===== src/hdl/cpd_pkg.sv =====
package cpd_pkg;

    // frame delimiter and the code of a full group
    localparam logic [7:0] DELIM     = 8'h00;
    localparam logic [7:0] FULL_CODE = 8'hFF;

    // configuration port
    localparam int unsigned APB_ADDR_W = 3;
    localparam int unsigned APB_DATA_W = 32;
    localparam int unsigned MAX_LEN_W  = 7;
    localparam logic [0:0]  REG_MAX_LENGTH   = 1'b0;
    localparam logic [MAX_LEN_W-1:0] MAX_LENGTH_RESET = 7'd64;

    // result event codes
    typedef enum logic [1:0] {
        EV_DATA     = 2'd0,
        EV_DELIM    = 2'd1,
        EV_OVERFLOW = 2'd2
    } evt_code_t;

    // decoder sequencer states
    typedef enum logic {
        ST_IDLE,
        ST_EMIT
    } cpd_state_t;

    // store access strobes
    typedef struct packed {
        logic wr_en;
        logic rd_en;
    } mem_ctl_t;

endpackage


===== src/hdl/cpd_if.sv =====
// encoded byte channel
interface cpd_in_if;
    logic       valid;
    logic       ready;
    logic [7:0] in_byte;

    modport source (output valid, output in_byte, input ready);
    modport sink   (input valid, input in_byte, output ready);
endinterface

// decoded result channel
interface cpd_out_if;
    logic       valid;
    logic       ready;
    logic [1:0] out_event;
    logic [7:0] out_byte;
    logic       out_last;

    modport source (output valid, output out_event, output out_byte, output out_last,
                    input ready);
    modport sink   (input valid, input out_event, input out_byte, input out_last,
                    output ready);
endinterface


===== src/hdl/cpd_store.sv =====
module cpd_store
    import cpd_pkg::*;
#(
    parameter int unsigned DEPTH  = 64,
    parameter int unsigned ADDR_W = 6
)
(
    input  logic              clk,
    input  mem_ctl_t          ctl,
    input  logic [ADDR_W-1:0] wr_addr,
    input  logic [7:0]        wr_data,
    input  logic [ADDR_W-1:0] rd_addr,
    output logic [7:0]        rd_data
);

    logic [7:0] store_mem [DEPTH];
    logic [7:0] rd_data_reg;

    // single write port
    always_ff @(posedge clk)
    begin
        if (ctl.wr_en)
        begin
            store_mem[wr_addr] <= wr_data;
        end
    end

    // registered read, data holds between reads
    always_ff @(posedge clk)
    begin
        if (ctl.rd_en)
        begin
            rd_data_reg <= store_mem[rd_addr];
        end
    end

    assign rd_data = rd_data_reg;

endmodule


===== src/hdl/cpd_cfg.sv =====
module cpd_cfg
    import cpd_pkg::*;
(
    input  logic                  clk,
    input  logic                  rst_n,
    input  logic                  psel,
    input  logic                  penable,
    input  logic                  pwrite,
    input  logic [APB_ADDR_W-1:0] paddr,
    input  logic [APB_DATA_W-1:0] pwdata,
    output logic [APB_DATA_W-1:0] prdata,
    output logic                  pready,
    output logic [MAX_LEN_W-1:0]  max_length
);

    logic                 hit;
    logic                 wr_en;
    logic [MAX_LEN_W-1:0] max_len_reg;
    logic [MAX_LEN_W-1:0] max_len_next;

    // register decode, byte offset bits ignored
    assign hit    = (paddr[APB_ADDR_W-1:2] == REG_MAX_LENGTH);
    assign wr_en  = psel && penable && pwrite && hit;
    assign pready = 1'b1;

    always_comb
    begin
        max_len_next = max_len_reg;
        if (wr_en)
        begin
            max_len_next = pwdata[MAX_LEN_W-1:0];
        end
    end

    always_ff @(posedge clk or negedge rst_n)
    begin
        if (!rst_n)
        begin
            max_len_reg <= MAX_LENGTH_RESET;
        end
        else
        begin
            max_len_reg <= max_len_next;
        end
    end

    // read back
    assign prdata     = hit ? APB_DATA_W'(max_len_reg) : '0;
    assign max_length = max_len_reg;

endmodule


===== src/hdl/cpd_ctrl.sv =====
module cpd_ctrl
    import cpd_pkg::*;
#(
    parameter int unsigned DEPTH  = 64,
    parameter int unsigned ADDR_W = 6,
    parameter int unsigned FILL_W = 7
)
(
    input  logic                 clk,
    input  logic                 rst_n,
    cpd_in_if.sink               in_ch,
    cpd_out_if.source            out_ch,
    input  logic [MAX_LEN_W-1:0] max_length,
    output mem_ctl_t             mem_ctl,
    output logic [ADDR_W-1:0]    wr_addr,
    output logic [7:0]           wr_data,
    output logic [ADDR_W-1:0]    rd_addr,
    input  logic [7:0]           rd_data
);

    cpd_state_t        state_reg, state_next;
    logic [FILL_W-1:0] fill_reg, fill_next;
    logic [7:0]        grp_rem_reg, grp_rem_next;
    logic              grp_full_reg, grp_full_next;
    logic              grp_seen_reg, grp_seen_next;
    logic              discard_reg, discard_next;
    logic [FILL_W-1:0] drain_n_reg, drain_n_next;
    logic [FILL_W-1:0] drain_idx_reg, drain_idx_next;
    logic              out_valid_reg, out_valid_next;
    evt_code_t         out_event_reg, out_event_next;
    logic [7:0]        out_byte_reg, out_byte_next;
    logic              out_last_reg, out_last_next;

    logic              out_free;
    logic              accept;
    logic              store_full;
    logic              owe_zero;
    logic              drain_last;
    logic [FILL_W-1:0] drain_idx_inc;
    logic [FILL_W-1:0] fill_inc;

    // handshake
    assign out_free    = !out_valid_reg || out_ch.ready;
    assign in_ch.ready = (state_reg == ST_IDLE) && out_free;
    assign accept      = in_ch.valid && in_ch.ready;

    // store limit is the smaller of the register and the depth
    assign store_full = (8'(fill_reg) >= 8'(max_length)) || (8'(fill_reg) >= 8'(DEPTH));
    assign owe_zero   = grp_seen_reg && !grp_full_reg;
    assign fill_inc   = fill_reg + 1'b1;

    assign drain_idx_inc = drain_idx_reg + 1'b1;
    assign drain_last    = (drain_idx_inc == drain_n_reg);

    // decode, store writes and packet readout
    always_comb
    begin
        state_next     = state_reg;
        fill_next      = fill_reg;
        grp_rem_next   = grp_rem_reg;
        grp_full_next  = grp_full_reg;
        grp_seen_next  = grp_seen_reg;
        discard_next   = discard_reg;
        drain_n_next   = drain_n_reg;
        drain_idx_next = drain_idx_reg;
        out_valid_next = out_valid_reg && !out_ch.ready;
        out_event_next = out_event_reg;
        out_byte_next  = out_byte_reg;
        out_last_next  = out_last_reg;
        mem_ctl        = '0;
        wr_addr        = fill_reg[ADDR_W-1:0];
        wr_data        = in_ch.in_byte;
        rd_addr        = '0;

        unique case (state_reg)
            ST_IDLE:
            begin
                if (accept)
                begin
                    if (in_ch.in_byte == DELIM)
                    begin
                        // delimiter ends the frame in every case
                        fill_next     = '0;
                        grp_rem_next  = '0;
                        grp_full_next = 1'b0;
                        grp_seen_next = 1'b0;
                        discard_next  = 1'b0;
                        if (discard_reg)
                        begin
                            // silent end of a discarded frame
                        end
                        else if (grp_rem_reg != 8'd0)
                        begin
                            out_valid_next = 1'b1;
                            out_event_next = EV_DELIM;
                            out_byte_next  = '0;
                            out_last_next  = 1'b1;
                        end
                        else if (fill_reg != '0)
                        begin
                            // release packet, first read goes out now
                            drain_n_next   = fill_reg;
                            drain_idx_next = '0;
                            mem_ctl.rd_en  = 1'b1;
                            rd_addr        = '0;
                            state_next     = ST_EMIT;
                        end
                    end
                    else if (!discard_reg)
                    begin
                        if (grp_rem_reg == 8'd0)
                        begin
                            // code byte
                            if (owe_zero && store_full)
                            begin
                                discard_next   = 1'b1;
                                out_valid_next = 1'b1;
                                out_event_next = EV_OVERFLOW;
                                out_byte_next  = '0;
                                out_last_next  = 1'b1;
                            end
                            else
                            begin
                                if (owe_zero)
                                begin
                                    mem_ctl.wr_en = 1'b1;
                                    wr_data       = DELIM;
                                    fill_next     = fill_inc;
                                end
                                grp_seen_next = 1'b1;
                                grp_rem_next  = in_ch.in_byte - 8'd1;
                                grp_full_next = (in_ch.in_byte == FULL_CODE);
                            end
                        end
                        else if (store_full)
                        begin
                            discard_next   = 1'b1;
                            out_valid_next = 1'b1;
                            out_event_next = EV_OVERFLOW;
                            out_byte_next  = '0;
                            out_last_next  = 1'b1;
                        end
                        else
                        begin
                            // literal data byte
                            mem_ctl.wr_en = 1'b1;
                            fill_next     = fill_inc;
                            grp_rem_next  = grp_rem_reg - 8'd1;
                        end
                    end
                end
            end
            ST_EMIT:
            begin
                // read data holds while the output stalls
                if (out_free)
                begin
                    out_valid_next = 1'b1;
                    out_event_next = EV_DATA;
                    out_byte_next  = rd_data;
                    out_last_next  = drain_last;
                    drain_idx_next = drain_idx_inc;
                    if (drain_last)
                    begin
                        state_next = ST_IDLE;
                    end
                    else
                    begin
                        mem_ctl.rd_en = 1'b1;
                        rd_addr       = drain_idx_inc[ADDR_W-1:0];
                    end
                end
            end
            default:
            begin
                state_next = ST_IDLE;
            end
        endcase
    end

    // control state
    always_ff @(posedge clk or negedge rst_n)
    begin
        if (!rst_n)
        begin
            state_reg     <= ST_IDLE;
            fill_reg      <= '0;
            grp_rem_reg   <= '0;
            grp_full_reg  <= 1'b0;
            grp_seen_reg  <= 1'b0;
            discard_reg   <= 1'b0;
            drain_n_reg   <= '0;
            drain_idx_reg <= '0;
            out_valid_reg <= 1'b0;
        end
        else
        begin
            state_reg     <= state_next;
            fill_reg      <= fill_next;
            grp_rem_reg   <= grp_rem_next;
            grp_full_reg  <= grp_full_next;
            grp_seen_reg  <= grp_seen_next;
            discard_reg   <= discard_next;
            drain_n_reg   <= drain_n_next;
            drain_idx_reg <= drain_idx_next;
            out_valid_reg <= out_valid_next;
        end
    end

    // result payload
    always_ff @(posedge clk)
    begin
        out_event_reg <= out_event_next;
        out_byte_reg  <= out_byte_next;
        out_last_reg  <= out_last_next;
    end

    assign out_ch.valid     = out_valid_reg;
    assign out_ch.out_event = out_event_reg;
    assign out_ch.out_byte  = out_byte_reg;
    assign out_ch.out_last  = out_last_reg;

`ifndef NO_ASSERTIONS
    // fill never passes the store depth
    a_fill_bound: assert property (@(posedge clk) disable iff (!rst_n)
        8'(fill_reg) <= 8'(DEPTH))
        else $error("fill count beyond store depth");

    // readout only runs over a non-empty packet
    a_drain_nonempty: assert property (@(posedge clk) disable iff (!rst_n)
        (state_reg == ST_EMIT) |-> (drain_n_reg != '0 && drain_idx_reg < drain_n_reg))
        else $error("readout index outside packet");

    // the last packet byte returns the sequencer to idle
    a_drain_end: assert property (@(posedge clk) disable iff (!rst_n)
        (state_reg == ST_EMIT && out_free && drain_last) |=> (state_reg == ST_IDLE))
        else $error("readout did not finish on last byte");

    // error results carry a zero byte and close their run
    a_error_form: assert property (@(posedge clk) disable iff (!rst_n)
        (out_valid_reg && out_event_reg != EV_DATA) |-> (out_byte_reg == 8'd0 && out_last_reg))
        else $error("malformed error result");
`endif

endmodule


===== src/hdl/cobs_packet_decoder_core.sv =====
// COBS frame decoder. Each input item is one received byte; a zero byte ends a
// frame. Decoded bytes go into a packet store with one write port and one read
// port, and a delimiter reads the store back as data results, one entry per cycle
// through its registered read port while the output does not stall, with the last
// byte flagged. A delimiter that releases a packet holds off the input until the
// readout ends. A delimiter inside a group gives one framing error result; a byte
// past the limit min(max_length, STORE_DEPTH) gives one overflow error result,
// after which bytes are dropped until the next delimiter. The store needs no
// clearing after reset. max_length sits at byte address 0 of the configuration
// port (reset value 64) and should only be written while the block is idle.
// Output back-pressure stalls the readout and the input.
module cobs_packet_decoder_core
    import cpd_pkg::*;
#(
    parameter int unsigned STORE_DEPTH = 64
)
(
    input  logic                  clk,
    input  logic                  rst_n,
    cpd_in_if.sink                in_ch,
    cpd_out_if.source             out_ch,
    input  logic                  psel,
    input  logic                  penable,
    input  logic                  pwrite,
    input  logic [APB_ADDR_W-1:0] paddr,
    input  logic [APB_DATA_W-1:0] pwdata,
    output logic [APB_DATA_W-1:0] prdata,
    output logic                  pready
);

    localparam int unsigned ADDR_W = $clog2(STORE_DEPTH);
    localparam int unsigned FILL_W = $clog2(STORE_DEPTH + 1);

    logic [MAX_LEN_W-1:0] max_length;
    mem_ctl_t             mem_ctl;
    logic [ADDR_W-1:0]    wr_addr;
    logic [7:0]           wr_data;
    logic [ADDR_W-1:0]    rd_addr;
    logic [7:0]           rd_data;

    // configuration register
    cpd_cfg u_cfg (
        .clk        (clk),
        .rst_n      (rst_n),
        .psel       (psel),
        .penable    (penable),
        .pwrite     (pwrite),
        .paddr      (paddr),
        .pwdata     (pwdata),
        .prdata     (prdata),
        .pready     (pready),
        .max_length (max_length)
    );

    // decoder and readout sequencer
    cpd_ctrl #(
        .DEPTH  (STORE_DEPTH),
        .ADDR_W (ADDR_W),
        .FILL_W (FILL_W)
    ) u_ctrl (
        .clk        (clk),
        .rst_n      (rst_n),
        .in_ch      (in_ch),
        .out_ch     (out_ch),
        .max_length (max_length),
        .mem_ctl    (mem_ctl),
        .wr_addr    (wr_addr),
        .wr_data    (wr_data),
        .rd_addr    (rd_addr),
        .rd_data    (rd_data)
    );

    // packet store
    cpd_store #(
        .DEPTH  (STORE_DEPTH),
        .ADDR_W (ADDR_W)
    ) u_store (
        .clk     (clk),
        .ctl     (mem_ctl),
        .wr_addr (wr_addr),
        .wr_data (wr_data),
        .rd_addr (rd_addr),
        .rd_data (rd_data)
    );

endmodule

===== src/flat_wrapper.sv =====
// flat-port wrapper written by rule: the top's interface ports become plain ports
module cobs_packet_decoder_core_flat import cpd_pkg::*;
#(
    parameter int unsigned STORE_DEPTH = 64
)
  (clk, rst_n, psel, penable, pwrite, paddr, pwdata, prdata, pready, in_ch_valid, in_ch_in_byte, in_ch_ready, out_ch_valid, out_ch_out_event, out_ch_out_byte, out_ch_out_last, out_ch_ready);
  cpd_in_if in_ch_i ();
  cpd_out_if out_ch_i ();
  input  logic clk;
  input  logic rst_n;
  input  logic psel;
  input  logic penable;
  input  logic pwrite;
  input  logic [APB_ADDR_W-1:0] paddr;
  input  logic [APB_DATA_W-1:0] pwdata;
  output logic [APB_DATA_W-1:0] prdata;
  output logic pready;
  input wire logic [$bits(in_ch_i.valid)-1:0] in_ch_valid;
  input wire logic [$bits(in_ch_i.in_byte)-1:0] in_ch_in_byte;
  output wire logic [$bits(in_ch_i.ready)-1:0] in_ch_ready;
  output wire logic [$bits(out_ch_i.valid)-1:0] out_ch_valid;
  output wire logic [$bits(out_ch_i.out_event)-1:0] out_ch_out_event;
  output wire logic [$bits(out_ch_i.out_byte)-1:0] out_ch_out_byte;
  output wire logic [$bits(out_ch_i.out_last)-1:0] out_ch_out_last;
  input wire logic [$bits(out_ch_i.ready)-1:0] out_ch_ready;
  assign in_ch_i.valid = in_ch_valid;
  assign in_ch_i.in_byte = in_ch_in_byte;
  assign in_ch_ready = in_ch_i.ready;
  assign out_ch_valid = out_ch_i.valid;
  assign out_ch_out_event = out_ch_i.out_event;
  assign out_ch_out_byte = out_ch_i.out_byte;
  assign out_ch_out_last = out_ch_i.out_last;
  assign out_ch_i.ready = out_ch_ready;
  cobs_packet_decoder_core #(.STORE_DEPTH(STORE_DEPTH)) u_core (.clk(clk), .rst_n(rst_n), .in_ch(in_ch_i), .out_ch(out_ch_i), .psel(psel), .penable(penable), .pwrite(pwrite), .paddr(paddr), .pwdata(pwdata), .prdata(prdata), .pready(pready));
endmodule

===== config.mk =====
export PLATFORM = sky130hd
export DESIGN_NAME = cobs_packet_decoder_core_flat
export DESIGN_NICKNAME = d
export VERILOG_FILES = /design/src/hdl/cpd_pkg.sv /design/src/hdl/cpd_if.sv /design/src/hdl/cpd_store.sv /design/src/hdl/cpd_cfg.sv /design/src/hdl/cpd_ctrl.sv /design/src/hdl/cobs_packet_decoder_core.sv /design/src/flat_wrapper.sv
export SDC_FILE = /design/constraint.sdc
export NUM_CORES = 1
export LEC_CHECK = 0
export BUFFER_PORTS_ARGS = -buffer_cell sky130_fd_sc_hd__buf_2
export CORE_MARGIN = 10
export CORE_UTILIZATION = 58
export CTS_BUF_LIST = sky130_fd_sc_hd__clkbuf_4 sky130_fd_sc_hd__clkbuf_8
export CTS_CLUSTER_DIAMETER = 200
export CTS_CLUSTER_SIZE = 8
export DETAILED_ROUTE_END_ITERATION = 6
export PLACE_DENSITY = 0.86
export REMOVE_ABC_BUFFERS = 1
export SLEW_MARGIN = 20
export SYNTH_ARGS = -nofsm -noshare
export SYNTH_HDL_FRONTEND = slang
export SYNTH_SLANG_ARGS = --single-unit

===== constraint.sdc =====
create_clock -name clk -period 4.17 [get_ports clk]
set_input_delay 0.2085 -clock clk [delete_from_list [all_inputs] [get_ports clk]]
set_output_delay 0.2085 -clock clk [all_outputs]
set_load 0.03 [all_outputs]

==> impl_summary.md, run 1 <==
Die
The core area is 41,760 µm². The height of the die is 225.1 µm. The initial standard-cell utilization of the core is 58.41%. The I/O pin total is 96. The number of rows in the core area is 75. The die covers 50,660 µm².

The width of the chip is 225.1 µm.

STA
The final-report hold violation count is 0. The setup skew after layout is 0.03223 ns. In the post-route analysis, the smallest setup slack over all paths is 0.02450 ns. The final count of pins violating max slew is 0.

After layout, the worst path uses 99.41% of the clock period. The minimum hold slack is 0.07362 ns. The pin slew with the least headroom to its limit is 1.010 ns.

Setup violations remaining at the end of the flow were counted as 0. The worst pin sits at a relative slew slack of 32.48%. For this run, the top clock speed supported by timing is 0.2412 GHz.

The post-route minimum period is 4.145 ns.

Pwr
In this run, the combinational gates consume 2.8% of the power. In this run the power spent charging and discharging nets is 2.203 mW. The leakage dissipation is 9.347 nW.

The power consumption is 10.56 mW. Power spread over the standard cell area amounts to 382.5 nW/µm². Of the total power, registers draw 59.7%. The share of total power dissipated in the clock network is 37.5%. The internal power summed over all cells is 8.352 mW.

Across the VDD grid, the largest voltage drop is 0.0002663 V. The switching share of power is 20.87%.

Logic synthesis
After synthesis, the most frequently instantiated cells are 531 x edfxtp_1, 213 x nand2_1, 141 x nor2_1. The fraction of post-synthesis cell area in the top cell type by area is 65.37%. A synthesized cell averages 13.61 µm². During synthesis, Yosys emitted a total of 0 warnings.

For this run, asynchronously set or reset flops after synthesis account for 7.168%. Summing every instance area after synthesis gives 24,390 µm². The biggest area contributor in the post-synthesis netlist is edfxtp_1.

The post-synthesis sequential element count is 572. Synthesis produced a netlist whose cell count is 1,792. Sequential cells were found to cover 69.58% of the synthesized design area. The most common cell in the synthesized netlist is edfxtp_1.

The number of different library cells in the post-synthesis netlist is 95. The most frequently used flop master after synthesis is edfxtp_1. The synthesized design contains 531 enable-type register cells.

Ranked by total cell area, the synthesized netlist is headed by edfxtp_1 65%, dfrtp_1 4.1%, nand2_1 3.3%.

Status
The flow ran to the end, but the final reports show violations. The final reports fail on DRC.

Worst setup path
The number of buffers and inverters on the critical path is 2. For this design, the slowest cell found on the critical path is dfrtp_4. The largest single stage delay on the critical path is 0.42 ns. The critical path goes through buf_4, and3_1, and3_1, xnor3_1, a31oi_4, buf_12, mux2_2, o21ai_0, o21ai_0, o21ai_1, o211ai_1. The startpoint type of the worst setup path is a flip-flop.

The worst setup path is captured at a flip-flop. The start-to-end type of the worst setup path is flip-flop to flip-flop. For the worst setup path, the data arrival time is 4.49 ns.

In this run the worst path has a maximum fanout of 41. For the worst setup path, the data required time is 4.52 ns. The kind of cell with the highest combined delay along the critical path is compound AO/OA/AOI/OAI gates.

Routing
Using the TritonRoute via totals, the vias-per-cell ratio works out to 6.880. Summing over every cut layer, the via total after detailed routing is 17.50k. The final layout contains routed wiring with a total length of 72,560 µm. The count of nets left with antenna violations once routing finished came out at 0. Before antenna repair, the detailed router went through 7 iterations.

After detailed routing, the number of remaining DRC violations is 1. In the final routed layout, each cell accounts on average for 28.52 µm. The first routing iteration left 2,560 violations.

Place
Prior to clock tree synthesis, the placed netlist has a worst setup slack of 0.05981 ns. Detailed placement ended at an HPWL of 45,520 µm. The instance count after placement with tap cells included is 2,425. Buffers placed on the I/O ports in this run total 42. At the end of routability-driven placement, the weighted congestion stood at 0.9461.

Worst hold path
The worst hold path belongs to the class input port to flip-flop.

Final layout
The share of post-route cells with drive strength above 1 is 19.36%. Leaving out filler cells and counting taps, the final layout contains 2,544. The total number of nets in the final design is 2,046. The largest register by flop count is u_core.u_store.store_mem.

The flip-flop count of the largest register, all copies and words added is 512. The area growth from synthesis to final layout is 13.14%.

Global route
The number of global-route vias before repair is 17.39k. After global routing the overflow that remains totals 0. The total track usage is 28.36%. The first global-routing pass estimated 107,700 µm of wire.

The largest net degree at the start of global routing is 65. The number of antenna violations at the first check in global routing was 1.

Clock tree
The deepest clock path buffer count is 3. The clock tree from TritonCTS is built. The tree is rooted in a clkbuf_8.

The clock net in this run drives a total of 572 sinks. The clock tree synthesis step divided the H-tree into 3 levels. Clock tree synthesis inserted a total of 81 buffers. Clock-pin slew was measured on the worst setup and hold paths at 0.07 ns. The insertion delay to the later sink of the worst-skew pair is 0.65 ns.

Job
Max-cap violations in this run came to 0.
[path summary, 6_finish.rpt]
kind / startpoint / endpoint / slack [ns] / cells after the start
max in group asynchronous: rst_n / u_core.u_ctrl.drain_idx_reg[0] / 3.23 / 2
min in group asynchronous: rst_n / u_core.u_ctrl.grp_rem_reg[7] / 0.23 / 2
worst max-delay path: u_core.u_ctrl.drain_idx_reg[0] / u_core.u_store.rd_data[7] / 0.02 / 11
worst min register to register: u_core.u_cfg.max_length[1] / u_core.u_cfg.max_length[1] / 0.50 / 1
worst max register to register: u_core.u_ctrl.drain_idx_reg[0] / u_core.u_store.rd_data[7] / 0.02 / 11
worst min-delay path: in_ch_in_byte[5] / u_core.u_ctrl.grp_rem_reg[5] / 0.07 / 4
[area by class of cell]
type | instances | area [µm²]
antenna | 1 | 2.502
clock buffer | 98 | 1255
clock inverter | 4 | 52.55
inverter | 15 | 56.30
timing repair buffer | 221 | 1777
fill | 2786 | 14160
multi-input combinational | 1094 | 6803
sequential | 572 | 16980
tap | 539 | 674.4
[repair_timing]
item / CTS / global route
hold buffers: 14 / 0
setup buffers: 0 / 2
hold endpoints to repair: 52 / 0
gates resized for setup: 0 / 4
setup endpoints to repair: 0 / 59
[tightest hold or removal path, stage by stage]
cell	delay, ns
buf_2	0.13
and2_1	0.15
mux2i_1	0.07
o22ai_1	0.12
[power groups by stage]
| stage | Sequential, mW | Combinational (mW) | Clock, mW |
|---|---|---|---|
| 2_1_floorplan | 6.42 | 0.162 | 0 |
| 3_3_place_gp | 6.42 | 0.272 | 0 |
| 3_5_place_dp | 6.42 | 0.287 | 0 |
| 4_1_cts | 6.30 | 0.296 | 3.97 |
| 5_1_grt | 6.30 | 0.322 | 4.19 |
| 6_report | 6.30 | 0.300 | 3.95 |
[stage by stage]
step                      setup TNS (ns)  cell area (µm²)  utilization (%)
final                                  0            27600            66.09
after global routing            -0.03003            27590            66.08
after CTS                              0            27570            66.01
after detailed placement               0            26120            62.55
after global placement                 0            26120            62.55
after floorplan                   -34.52            23790                -
[layer usage]
layer | global-route usage (%) | vias up | wire length, µm
met2 | 43.07 | 1547 | 32380
met1 | 35.49 | 8420 | 24640
li1 | - | 7223 | -
met3 | 9.824 | 313 | 11530
met5 | 0 | - | 0
met4 | 14.76 | 0 | 3997
[placed cells by master, fill, tap and decap left out, drive strengths merged, types with 8 or more instances in the layout]
cell type,n
and3,14
nand2b,9
mux2i,45
and2,23
dlygate4sd3,14
a311oi,9
mux2,30
clkbuf,98
or3,28
o22ai,34
o21ai,84
a21o,8
nor2,142
a21oi,45
buf,207
o31ai,14
conb,26
xnor2,9
edfxtp,531
nand2,215
o211ai,35
nor3,27
inv,15
dfrtp,40
nand3,57
a211oi,19
a31oi,38
nand4,11
o221ai,32
ha,11
nor2b,10
[kinds of logic (layout without fill, tap and decap cells)]
family,Yosys count,in the layout,share of synthesized area [%]
other cells,2,27,0.03079
buf+inv,150,338,3.073
mux,77,77,3.416
xor+xnor,15,15,0.6925
fa+ha+maj,11,11,0.5642
compound gates,404,404,12.09
simple gates,561,561,10.56
flops,572,572,69.58
(Power assumes the default switching activity.)
==> run 2, diff against run 1 <==
--- a/config.mk
+++ b/config.mk
@@ -6,13 +6,13 @@
 export NUM_CORES = 1
 export LEC_CHECK = 0
 export BUFFER_PORTS_ARGS = -buffer_cell sky130_fd_sc_hd__buf_2
-export CORE_MARGIN = 10
-export CORE_UTILIZATION = 58
+export CORE_MARGIN = 1.5
+export CORE_UTILIZATION = 55
 export CTS_BUF_LIST = sky130_fd_sc_hd__clkbuf_4 sky130_fd_sc_hd__clkbuf_8
 export CTS_CLUSTER_DIAMETER = 200
 export CTS_CLUSTER_SIZE = 8
 export DETAILED_ROUTE_END_ITERATION = 6
-export PLACE_DENSITY = 0.86
+export PLACE_DENSITY = 0.82
 export REMOVE_ABC_BUFFERS = 1
 export SLEW_MARGIN = 20
 export SYNTH_ARGS = -nofsm -noshare
==> impl_summary.md, run 2 (synthesis results as in run 1) <==
Die
The die outline area came to 45,620 µm² (was 50,660 µm²). The number of rows in the core area is 76 (was 75). The core area is 43,460 µm² (was 41,760 µm²). The I/O pin total came to 96 (unchanged).

The initial standard-cell utilization of the core is 56.13% (was 58.41%). The width of the chip is 213.6 µm (was 225.1 µm). The height of the die is 213.6 µm (was 225.1 µm).

Global route
The global-route wire length before repair came to 106,800 µm (was 107,700 µm). The global route total overflow came to 0 (unchanged). The total track usage was 32.55% (was 28.36%). The number of global-route vias before repair is 17.33k (was 17.39k). The number of antenna violations at the first check in global routing was 1 (unchanged). The largest net degree at the start of global routing came to 65 (unchanged).

Routing
The post-route antenna net violation count is 0 (unchanged). The wire length per cell after detailed routing is 28.17 µm (was 28.52 µm). The post-detailed-routing wire length is 72,870 µm (was 72,560 µm). The vias after detailed routing was 17.58k (was 17.50k). The total iterations of the first detailed-routing run is 7 (unchanged). The DRC violations left is 2 (was 1). The per-cell via count in the routed design is 6.795 (was 6.880). The number of violations reported at the end of detailed-routing iteration 0 is 3,013 (was 2,560).

Worst setup path
The worst path required time is 4.57 ns (was 4.52 ns). The master of the slowest instance on the critical path is nor4_1 (was dfrtp_4). The most numerous cell type found on the critical path is and3_1. The maximum net fanout on the critical path is 31 (was 41). The data arrival at the endpoint of the critical path was 4.57 ns (was 4.49 ns). The endpoint type of the worst setup path is a flip-flop (unchanged). Chain of cells forming the critical path: buf_6, and3_1, and3_1, xnor3_1, a31oi_4, nand2_2, buf_12, o22ai_1, o31ai_2, nor4_1, o311ai_1 (was buf_4, and3_1, and3_1, xnor3_1, a31oi_4, buf_12, mux2_2, o21ai_0, o21ai_0, o21ai_1, o211ai_1).

The largest stage delay on the critical path came to 0.58 ns (was 0.42 ns). The start-to-end type of the worst setup path is flip-flop to flip-flop (unchanged). The startpoint type of the worst setup path was a flip-flop (unchanged).

Place
The final estimated routing congestion in global placement is 0.9740 (was 0.9461). The total of buffers placed on input and output ports is 42 (unchanged). The instance count after placement with tap cells included is 2,461 (was 2,425). The worst setup slack before clock tree synthesis is 0.09012 ns (was 0.05981 ns).

The instance area at placement was 26,100 µm² (was 26,120 µm²). The HPWL after detailed placement was 44,550 µm (was 45,520 µm).

Clock tree
The clock-pin slew of the registers on the worst-case setup and hold paths is 0.07 ns (about the same). The clock tree from TritonCTS is built (unchanged). The number of clock buffers inserted by TritonCTS is 81 (unchanged). The number of sinks on the clock net is 572 (unchanged). The count of H-tree levels built during CTS came to 3 (unchanged). The deepest clock path buffer count is 3 (unchanged). The insertion delay to the later sink of the worst-skew pair is 0.68 ns (was 0.65 ns). The library cell used as clock root buffer was clkbuf_8 (unchanged).

STA
The final clock period utilization by the worst path is 99.92% (was 99.41%). The final critical-path setup slack is 0.003228 ns (was 0.02450 ns). The final-report hold violation count is 0 (unchanged). The setup skew after layout is 0.03806 ns (was 0.03223 ns). The post-route minimum period is 4.167 ns (was 4.145 ns). The worst max-slew margin expressed relative to the limit is 27.43% (was 32.48%).

The pin slew with the least headroom to its limit is 1.086 ns (was 1.010 ns). The final count of pins violating max slew was 0 (unchanged). Setup repair after global routing could not meet its margin everywhere. The minimum hold slack is 0.01616 ns (was 0.07362 ns). The setup TNS after final layout is 0 ns (unchanged). The achievable clock frequency came to 0.2400 GHz (was 0.2412 GHz). The final number of setup-violating endpoints was 0 (unchanged).

Status
Status: finished, violations left (unchanged). Violated checks: DRC (unchanged).

Job
The total of max-cap violations is 0 (unchanged).

Final layout
The post-route core utilization is 63.68% (was 66.09%). The total number of nets in the final design came to 2,037 (was 2,046). The flip-flop count of the largest register, all copies and words added is 512 (unchanged). The post-route non-filler standard cell count was 2,587 (was 2,544). The share of post-route cells with drive strength above 1 is 19.58% (was 19.36%). The number of antenna cells inserted is 0 (was 1). The cell area after layout is 27,680 µm² (was 27,600 µm²). Top library cells by usage in the layout, fill and taps aside: 531 x edfxtp_1, 212 x nand2_1, 141 x buf_4 (was 531 x edfxtp_1, 213 x nand2_1, 150 x buf_4). The largest register by flop count is u_core.u_store.store_mem (unchanged).

The area growth from synthesis to final layout is 13.46% (was 13.14%). The most common cell after layout, fill and taps aside is edfxtp_1 (unchanged).

Pwr
The net load switching power is 2.282 mW (was 2.203 mW). The share of total power in combinational logic is 2.8% (about the same). The power density over the cells is 387.2 nW/µm² (was 382.5 nW/µm²).

The switching share of power is 21.29% (was 20.87%). The internal power summed over all cells is 8.435 mW (was 8.352 mW). The leakage dissipation is 9.354 nW (was 9.347 nW). The power consumption is 10.72 mW (was 10.56 mW).

The sequential share of power is 58.8% (was 59.7%). The maximum vdd drop is 0.0002937 V (was 0.0002663 V). The power share of the clock group is 38.4% (was 37.5%).

Worst hold path
The path class of the lowest-slack min-delay path is input port to flip-flop (unchanged).
-- run 2: critical path, delay by kind of cell (launching register included) --
| kind | cells | cell delay [ns] |
|---|---|---|
| AO/OA/AOI/OAI | 4 | 0.87 |
| XOR/XNOR | 1 | 0.45 |
| buffers and inverters | 2 | 0.55 |
| flip-flops | 1 | 0.42 |
| AND/OR/NAND/NOR | 4 | 1.58 |
-- run 2: layer usage --
layer	wire length, µm	part of all wire [%]	global-route usage (%)	vias to the layer above
met4	4479	6.1	18.36	2
li1	-	-	-	7211
met2	32270	44	48.75	1666
met5	10	0.014	0	-
met1	24270	33	41.06	8354
met3	11840	16	12.14	346
-- run 2: timing repair --
item | CTS | global route
hold buffers | 14 | 0
hold endpoints to repair | 52 | 0
resized for setup | 0 | 11
buffers inserted | 0 | 3
endpoints found under the setup margin | 0 | 90
-- run 2: power groups by stage --
stage | Sequential [mW] | Combinational, mW | Clock (mW)
detailed placement | 6.42 | 0.282 | 0
CTS | 6.30 | 0.292 | 4.10
global route | 6.30 | 0.319 | 4.34
floorplan | 6.42 | 0.162 | 0
finish | 6.30 | 0.298 | 4.12
global placement | 6.42 | 0.270 | 0
-- run 2: worst paths after layout --
check,startpoint,to,slack (ns),depth (start not counted)
worst max register to register,u_core.u_ctrl.drain_idx_reg[0],u_core.u_store.rd_data[5],0.003,11
worst max-delay path,u_core.u_ctrl.drain_idx_reg[0],u_core.u_store.rd_data[5],0.003,11
max in group asynchronous,rst_n,u_core.u_ctrl.drain_idx_reg[0],3.26,2
min in group asynchronous,rst_n,u_core.u_ctrl.grp_rem_reg[0],0.21,2
worst min-delay path,out_ch_ready,u_core.u_ctrl.state_reg,0.02,4
worst min register to register,u_core.u_store.rd_data[4],u_core.u_ctrl.out_ch.out_byte[4],0.51,1
-- run 2: final cells by class --
class / count / area, µm²
clock buffer: 104 / 1306
sequential: 572 / 16980
multi-input combinational: 1094 / 6835
inverter: 15 / 56.30
tap: 585 / 732.0
clock inverter: 5 / 68.82
timing repair buffer: 212 / 1700
fill: 3015 / 15780
